File: src/hdl/bsfr_pkg.sv
// Shared types and constants for the byte-stuffed frame receiver.
// No dependencies; every other file of the block refers to this package.
`timescale 1ns / 1ps

package bsfr_pkg;

	localparam int BYTE_W = 8;
	localparam int CFG_W  = 7;
	localparam int IDX_W  = 6;

	localparam logic [BYTE_W-1:0] FLAG_BYTE = 8'h7E;
	localparam logic [BYTE_W-1:0] ESC_BYTE  = 8'h7D;
	localparam logic [BYTE_W-1:0] ESC_XOR   = 8'h20;
	localparam int                MIN_FRAME = 3;

	localparam logic [CFG_W-1:0] MAX_LEN_RESET = 7'd64;

	localparam logic STATUS_OK    = 1'b0;
	localparam logic STATUS_SHORT = 1'b1;

	// Events raised by the parser for one accepted byte
	typedef struct packed {
		logic wr;          // store one body byte
		logic close;       // closing flag after a non-empty body
		logic short_frame; // closed body is under the minimum frame length
	} parse_ev_t;

endpackage

File: src/hdl/bsfr_parser.sv
// Byte-level deframing: flag hunting, escape handling and body length check.
// Depends on bsfr_pkg; drives the frame store write and close events.
`timescale 1ns / 1ps

module bsfr_parser #(
	parameter int MAX_BODY_BYTES = 64
) (
	input  logic                          clk,
	input  logic                          arst_n,
	input  logic                          accept,
	input  logic [bsfr_pkg::BYTE_W-1:0]   rx_byte,
	input  logic [bsfr_pkg::CFG_W-1:0]    max_len,
	output bsfr_pkg::parse_ev_t           ev,
	output logic [bsfr_pkg::BYTE_W-1:0]   wr_data,
	output logic [$clog2(MAX_BODY_BYTES+1)-1:0] count
);

	localparam int CW = $clog2(MAX_BODY_BYTES + 1);
	localparam logic [bsfr_pkg::CFG_W-1:0] MAX_LIM = bsfr_pkg::CFG_W'(MAX_BODY_BYTES);

	logic          in_frame_q, in_frame_d;
	logic          esc_q, esc_d;
	logic [CW-1:0] cnt_q, cnt_d;
	logic [bsfr_pkg::CFG_W-1:0] limit;

	assign limit   = (max_len > MAX_LIM) ? MAX_LIM : max_len;
	assign count   = cnt_q;
	assign wr_data = esc_q ? (rx_byte ^ bsfr_pkg::ESC_XOR) : rx_byte;

	always_comb begin
		in_frame_d     = in_frame_q;
		esc_d          = esc_q;
		cnt_d          = cnt_q;
		ev.wr          = 1'b0;
		ev.close       = 1'b0;
		ev.short_frame = 1'b0;
		if (accept) begin
			if (!in_frame_q) begin
				if (rx_byte == bsfr_pkg::FLAG_BYTE) begin
					in_frame_d = 1'b1;
					esc_d      = 1'b0;
					cnt_d      = '0;
				end
			end else if (rx_byte == bsfr_pkg::ESC_BYTE) begin
				esc_d = 1'b1;
			end else if (rx_byte == bsfr_pkg::FLAG_BYTE) begin
				esc_d = 1'b0;
				if (cnt_q != '0) begin
					ev.close       = 1'b1;
					ev.short_frame = (cnt_q < CW'(bsfr_pkg::MIN_FRAME));
					cnt_d          = '0;
				end
			end else if (bsfr_pkg::CFG_W'(cnt_q) >= limit) begin
				// drop the frame and hunt again
				in_frame_d = 1'b0;
				esc_d      = 1'b0;
				cnt_d      = '0;
			end else begin
				ev.wr = 1'b1;
				esc_d = 1'b0;
				cnt_d = CW'(cnt_q + 1'b1);
			end
		end
	end

	always_ff @(posedge clk or negedge arst_n) begin
		if (!arst_n) begin
			in_frame_q <= 1'b0;
			esc_q      <= 1'b0;
			cnt_q      <= '0;
		end else begin
			in_frame_q <= in_frame_d;
			esc_q      <= esc_d;
			cnt_q      <= cnt_d;
		end
	end

	a_cnt_bound: assert property (@(posedge clk) disable iff (!arst_n)
		cnt_q <= CW'(MAX_BODY_BYTES))
		else $error("body count beyond store depth");

	a_wr_in_frame: assert property (@(posedge clk) disable iff (!arst_n)
		ev.wr |-> in_frame_q && (bsfr_pkg::CFG_W'(cnt_q) < limit))
		else $error("store write outside a frame or past the limit");

endmodule

File: src/hdl/byte_stuffed_frame_receiver_unit.sv
// Top level of the byte-stuffed frame receiver: frame store, readout and output register.
// Depends on bsfr_pkg and bsfr_parser.
`timescale 1ns / 1ps

// Raw line bytes are taken one per cycle while no readout is running (in_stall low);
// each unescaped body byte goes into a frame store of MAX_BODY_BYTES entries with
// one write and one registered read port. A closing flag after a non-empty body
// starts the readout and the input stalls until it ends: each stored byte passes
// through ST_READ for the store's registered read and ST_LOAD to load the output
// register, which waits while the output is stalled (a short frame gives one error
// result instead). The store needs no clearing pass after reset. The length limit is
// to be written through cfg_wr_en/cfg_wr_data while idle; the block does not check it.
module byte_stuffed_frame_receiver_unit #(
	parameter int MAX_BODY_BYTES = 64
) (
	input  logic                        clk,
	input  logic                        arst_n,
	input  logic                        cfg_wr_en,
	input  logic [bsfr_pkg::CFG_W-1:0]  cfg_wr_data,
	input  logic                        in_valid,
	output logic                        in_stall,
	input  logic [bsfr_pkg::BYTE_W-1:0] rx_byte,
	output logic                        out_valid,
	input  logic                        out_stall,
	output logic                        status,
	output logic [bsfr_pkg::BYTE_W-1:0] data_byte,
	output logic [bsfr_pkg::IDX_W-1:0]  byte_index,
	output logic                        last
);

	localparam int CW = $clog2(MAX_BODY_BYTES + 1);
	localparam int AW = $clog2(MAX_BODY_BYTES);

	typedef enum logic [3:0] {
		ST_IDLE = 4'b0001,
		ST_READ = 4'b0010,
		ST_LOAD = 4'b0100,
		ST_ERR  = 4'b1000
	} rd_state_t;

	rd_state_t state_q;

	logic [bsfr_pkg::CFG_W-1:0]  max_len_q;
	logic                        accept;
	bsfr_pkg::parse_ev_t         ev;
	logic [bsfr_pkg::BYTE_W-1:0] wr_data;
	logic [CW-1:0]               count;

	logic [bsfr_pkg::BYTE_W-1:0] mem [MAX_BODY_BYTES];
	logic [bsfr_pkg::BYTE_W-1:0] rd_data_s1;
	logic [AW-1:0]               rd_idx_q;
	logic [CW-1:0]               n_q;
	logic                        rd_last;
	logic                        slot_free;
	logic                        load_en;

	logic                        out_valid_q;
	logic                        status_q;
	logic [bsfr_pkg::BYTE_W-1:0] data_q;
	logic [bsfr_pkg::IDX_W-1:0]  index_q;
	logic                        last_q;

	assign in_stall  = (state_q != ST_IDLE);
	assign accept    = in_valid && !in_stall;
	assign slot_free = !out_valid_q || !out_stall;
	assign load_en   = (state_q == ST_LOAD || state_q == ST_ERR) && slot_free;
	assign rd_last   = (CW'(rd_idx_q) + CW'(1)) == n_q;

	assign out_valid  = out_valid_q;
	assign status     = status_q;
	assign data_byte  = data_q;
	assign byte_index = index_q;
	assign last       = last_q;

	bsfr_parser #(
		.MAX_BODY_BYTES(MAX_BODY_BYTES)
	) u_parser (
		.clk     (clk),
		.arst_n  (arst_n),
		.accept  (accept),
		.rx_byte (rx_byte),
		.max_len (max_len_q),
		.ev      (ev),
		.wr_data (wr_data),
		.count   (count)
	);

	always_ff @(posedge clk or negedge arst_n) begin
		if (!arst_n) begin
			max_len_q <= bsfr_pkg::MAX_LEN_RESET;
		end else if (cfg_wr_en) begin
			max_len_q <= cfg_wr_data;
		end
	end

	always_ff @(posedge clk) begin
		if (ev.wr) begin
			mem[count[AW-1:0]] <= wr_data;
		end
		rd_data_s1 <= mem[rd_idx_q];
	end

	always_ff @(posedge clk or negedge arst_n) begin
		if (!arst_n) begin
			state_q     <= ST_IDLE;
			out_valid_q <= 1'b0;
			rd_idx_q    <= '0;
		end else begin
			if (load_en) begin
				out_valid_q <= 1'b1;
			end else if (!out_stall) begin
				out_valid_q <= 1'b0;
			end
			unique case (state_q)
				ST_IDLE: begin
					if (ev.close) begin
						rd_idx_q <= '0;
						state_q  <= ev.short_frame ? ST_ERR : ST_READ;
					end
				end
				ST_READ: begin
					state_q <= ST_LOAD;
				end
				ST_LOAD: begin
					if (slot_free) begin
						if (rd_last) begin
							state_q <= ST_IDLE;
						end else begin
							rd_idx_q <= AW'(rd_idx_q + 1'b1);
							state_q  <= ST_READ;
						end
					end
				end
				ST_ERR: begin
					if (slot_free) begin
						state_q <= ST_IDLE;
					end
				end
				default: begin
					state_q <= ST_IDLE;
				end
			endcase
		end
	end

	always_ff @(posedge clk) begin
		if (state_q == ST_IDLE && ev.close) begin
			n_q <= count;
		end
		if (state_q == ST_LOAD && slot_free) begin
			status_q <= bsfr_pkg::STATUS_OK;
			data_q   <= rd_data_s1;
			index_q  <= bsfr_pkg::IDX_W'(rd_idx_q);
			last_q   <= rd_last;
		end else if (state_q == ST_ERR && slot_free) begin
			status_q <= bsfr_pkg::STATUS_SHORT;
			data_q   <= '0;
			index_q  <= '0;
			last_q   <= 1'b1;
		end
	end

	a_wr_idle: assert property (@(posedge clk) disable iff (!arst_n)
		ev.wr |-> state_q == ST_IDLE)
		else $error("frame store written during readout");

	a_rd_range: assert property (@(posedge clk) disable iff (!arst_n)
		(state_q == ST_LOAD) |-> (CW'(rd_idx_q) < n_q) && (n_q >= CW'(bsfr_pkg::MIN_FRAME)))
		else $error("readout index outside the closed frame");

	a_load: assert property (@(posedge clk) disable iff (!arst_n)
		((state_q == ST_LOAD || state_q == ST_ERR) && slot_free) |=> out_valid)
		else $error("result not presented after load");

	a_short: assert property (@(posedge clk) disable iff (!arst_n)
		(out_valid && status == bsfr_pkg::STATUS_SHORT) |-> last && data_byte == '0)
		else $error("error result without last mark or with data");

endmodule

File: config.mk
export PLATFORM = sky130hd
export DESIGN_NAME = byte_stuffed_frame_receiver_unit
export DESIGN_NICKNAME = d
export VERILOG_FILES = /design/src/hdl/bsfr_pkg.sv /design/src/hdl/bsfr_parser.sv /design/src/hdl/byte_stuffed_frame_receiver_unit.sv
export SDC_FILE = /design/constraint.sdc
export NUM_CORES = 1
export LEC_CHECK = 0
export ABC_AREA = 0
export BUFFER_PORTS_ARGS = -buffer_cell sky130_fd_sc_hd__buf_2
export CAP_MARGIN = 20
export CORE_ASPECT_RATIO = 1.25
export CORE_UTILIZATION = 54
export DETAILED_ROUTE_END_ITERATION = 16
export GPL_TIMING_DRIVEN = 0
export PLACE_DENSITY = 0.76
export SETUP_SLACK_MARGIN = 0.05
export SLEW_MARGIN = 0
export SYNTH_ARGS = -nofsm -noshare
export SYNTH_HDL_FRONTEND = slang
export SYNTH_HIERARCHICAL = 1
export SYNTH_SLANG_ARGS = --single-unit
export TNS_END_PERCENT = 20
File: constraint.sdc
create_clock -name clk -period 4.1 [get_ports clk]
set_input_delay 0.82 -clock clk [delete_from_list [all_inputs] [get_ports clk]]
set_output_delay 0.82 -clock clk [all_outputs]
set_load 0.005 [all_outputs]
==> results.sh <==
export IMPL_outcome="complete, no violations"
export IMPL_r2r_setup_slack_ns=0.07
export IMPL_die_y_microns=232
export IMPL_seqCellArea_sq_um=16900
export IMPL_synth_nets=1233
export IMPL_power_leakage_nw=8.11
export IMPL_total_power_w=0.0117
export IMPL_dieArea_sq_um=43200
export IMPL_drt_antenna_violating_nets=0
export IMPL_path_max_fanout=9
export IMPL_yosysMostFrequentCell="edfxtp_1"
export IMPL_end_kind="flip-flop"
export IMPL_die_x_microns=186
export IMPL_cp_common_cell="inv_1"
export IMPL_slew_headroom_pct=37.8
export IMPL_grt_pass1_vias=12103
export IMPL_syn_to_final_growth_pct=12.1
export IMPL_grt_max_degree=65
export IMPL_yosysTopAreaCellShare_pct=70.1
export IMPL_drt_initial_drc_count=1370
export IMPL_vias_per_cell=6.31
export IMPL_cts_root_buf="clkbuf_16"
export IMPL_worst_slew_pin_slew_ns=0.930
export IMPL_post_drt_wl_per_cell_microns=26.9
export IMPL_startpoint="max_len_q[6]"
export IMPL_hold_viol=0
export IMPL_io_pins=38
export IMPL_cts_buffers=51
export IMPL_final_max_slew_viol_count=0
export IMPL_ys_seq_area_share_pct=73.9
export IMPL_drc_errors=0
export IMPL_ys_seq_elements=570
export IMPL_clk_pin_slew_worst_paths_ns=0.06
export IMPL_finalWeightedCongestion=0.940
export IMPL_wl_mm=50.9
export IMPL_rows=83
export IMPL_clkSinkCount=570
export IMPL_n_fill_cell=2758
export IMPL_peakVddDrop_uv=260
export IMPL_synth_area_leader_cell="edfxtp_1"
export IMPL_critPathMaxStageDelay_ns=0.59
export IMPL_clk_latency_ns=0.58
export IMPL_fin_skew_ns=0.0127
export IMPL_worst_slack_ns=0.0658
export IMPL_syn_inst=1203
export IMPL_final_nets=1328
export IMPL_synth_avg_cell_area_sq_um=19.0
export IMPL_multi_input_area_sq_um=5830
export IMPL_synthArstFlopShare_pct=4.74
export IMPL_setup_tns_ns=0
export IMPL_antenna_found_initial=0
export IMPL_cts_htree_levels=2
export IMPL_placed_cell_area_sq_um=23800
export IMPL_fin_area_sq_um=25700
export IMPL_synth_warnings=6
export IMPL_worstPathArrival_ns=4.28
export IMPL_path_class="flip-flop to flip-flop"
export IMPL_utilization_pct=61.9
export IMPL_synth_flop_cell="edfxtp_1"
export IMPL_drive_gt1_share_pct=26.2
export IMPL_io_buffers=36
export IMPL_netlist_cell_type_count=65
export IMPL_grt_first_pass_wirelength_mm=75.3
export IMPL_holdBufCountCts=0
export IMPL_cp_start_kind="flip-flop"
export IMPL_slowest_stage="nand3_2"
export IMPL_fmax_mhz=248
export IMPL_post_route_period_util_pct=98.4
export IMPL_grt_overflow_total=0
export IMPL_hold_path_class="input pin to asynchronous set/reset pin"
export IMPL_diodes=0
export IMPL_crit_chain="inv_1 -> nand2_1 -> ha_1 -> a21oi_1 -> o21ai_0 -> a21oi_2 -> nand4_1 -> inv_1 -> nor2b_1 -> nand3_2 -> nor2_4"
export IMPL_r2r_start="max_len_q[6]"
export IMPL_syn_area_sq_um=22900
export IMPL_cts_path_max_buffers=3
export IMPL_dpl_worst_slack_ns=-0.233
export IMPL_powerDensity_nw_per_um2=456
export IMPL_setup_viol=0
export IMPL_cts_tree="built"
export IMPL_initial_core_util_pct=55.2
export IMPL_drt_first_pass_iters=5
export IMPL_drv_cap=0
export IMPL_synth_enable_flop_cells=534
export IMPL_rsz0062_at_grt="true"
export IMPL_core_area_sq_um=41400
export IMPL_hpwl_mm=32.7
export IMPL_synth_top_cells_by_area="edfxtp_1 (70%), mux4_2 (12%), dfrtp_1 (2.7%), mux2i_1 (1.7%), nor2_1 (1.3%)"
export IMPL_fin_crit_ns=4.03
export IMPL_track_usage_pct=24.4
export IMPL_critPathRequiredTime_ns=4.34
export IMPL_num_vias=11926
export IMPL_synth_commonest_cells="edfxtp_1 (534), mux4_2 (126), nor2_1 (80)"
metrics by stage:
| stage | hold slack, ns | cells |
|---|---|---|
| 5_1_grt | 0.303 | 1891 |
| 4_1_cts | 0.261 | 1889 |
| 2_1_floorplan | 0.473 | 1203 |
| 6_report | 0.261 | 1891 |
| 3_5_place_dp | 0.494 | 1795 |
| 3_3_place_gp | 0.487 | 1791 |
registers in the layout, indices dropped and copies added, names as in the netlist:
name	count
u_parser/in_frame_q	1
last	1
u_parser/count	7
mem	512
byte_index	6
out_valid	1
status	1
u_parser/esc_q	1
max_len_q	7
data_byte	8
rd_data_s1	8
state_q	4
rd_idx_q	6
n_q	7
placed cells by master, fill, tap and decap left out, drive strengths merged, types with 25 or more instances in the layout:
master / count
edfxtp: 534
mux4: 126
clkbuf: 96
buf: 87
nor2: 80
nand2: 45
mux2i: 38
a21oi: 32
a22oi: 25
dfrtp: 25
o21ai: 25
cells by family after synthesis:
| logic type | share of synthesized area, % |
|---|---|
| fa+ha+maj | 0.547 |
| compound gates | 3.76 |
| simple gates | 4.93 |
| xor+xnor | 0.421 |
| flops | 73.9 |
| mux | 14.7 |
| buf+inv | 1.78 |
worst max-delay path: cells and delay by family (launching register included):
kind / cells / cell delay (ns)
buf+inv: 2 / 0.39
flops: 1 / 0.54
compound gates: 3 / 0.62
fa+ha+maj: 1 / 0.24
simple gates: 5 / 1.89
final timing paths:
check                      cells past startpoint                end
setup reg to reg                              11         mem[46][0]
hold / removal                                 1       max_len_q[5]
max in group asynchronous                      1  u_parser/count[0]
setup / recovery                              11         mem[46][0]
hold reg to reg                                1       max_len_q[0]
min in group clk                               2       max_len_q[2]
per-layer routing:
layer	vias to the layer above	global-route usage, %	wire, microns
met3	124	4.30	4010
met2	577	41.0	25900
met1	6160	31.3	18800
met5	-	0	0
li1	5065	-	-
met4	0	10.1	2130
where the power goes:
part / total [W] / leakage [nW] / switching [W] / internal (W)
Combinational: 0.000629 / 2.10 / 0.000463 / 0.000166
Sequential: 0.00653 / 5.25 / 0.0000926 / 0.00644
Clock: 0.00453 / 0.753 / 0.00203 / 0.00250
Total: 0.0117 / 8.11 / 0.00259 / 0.00911
repair_timing:
item	CTS	global route
setup endpoints to repair	274	471
gates resized for setup	15	57
setup buffers	0	1
endpoints found under the hold margin	0	0
final cells by class:
class | count | share of cell area [%]
clock buffer | 71 | 5.43
multi-input combinational | 555 | 22.7
tap | 552 | 2.69
timing repair buffer | 42 | 1.03
inverter | 8 | 0.117
clock inverter | 23 | 0.644
sequential | 570 | 65.9
buffer | 70 | 1.47
Power figures use the tool's default switching activity.
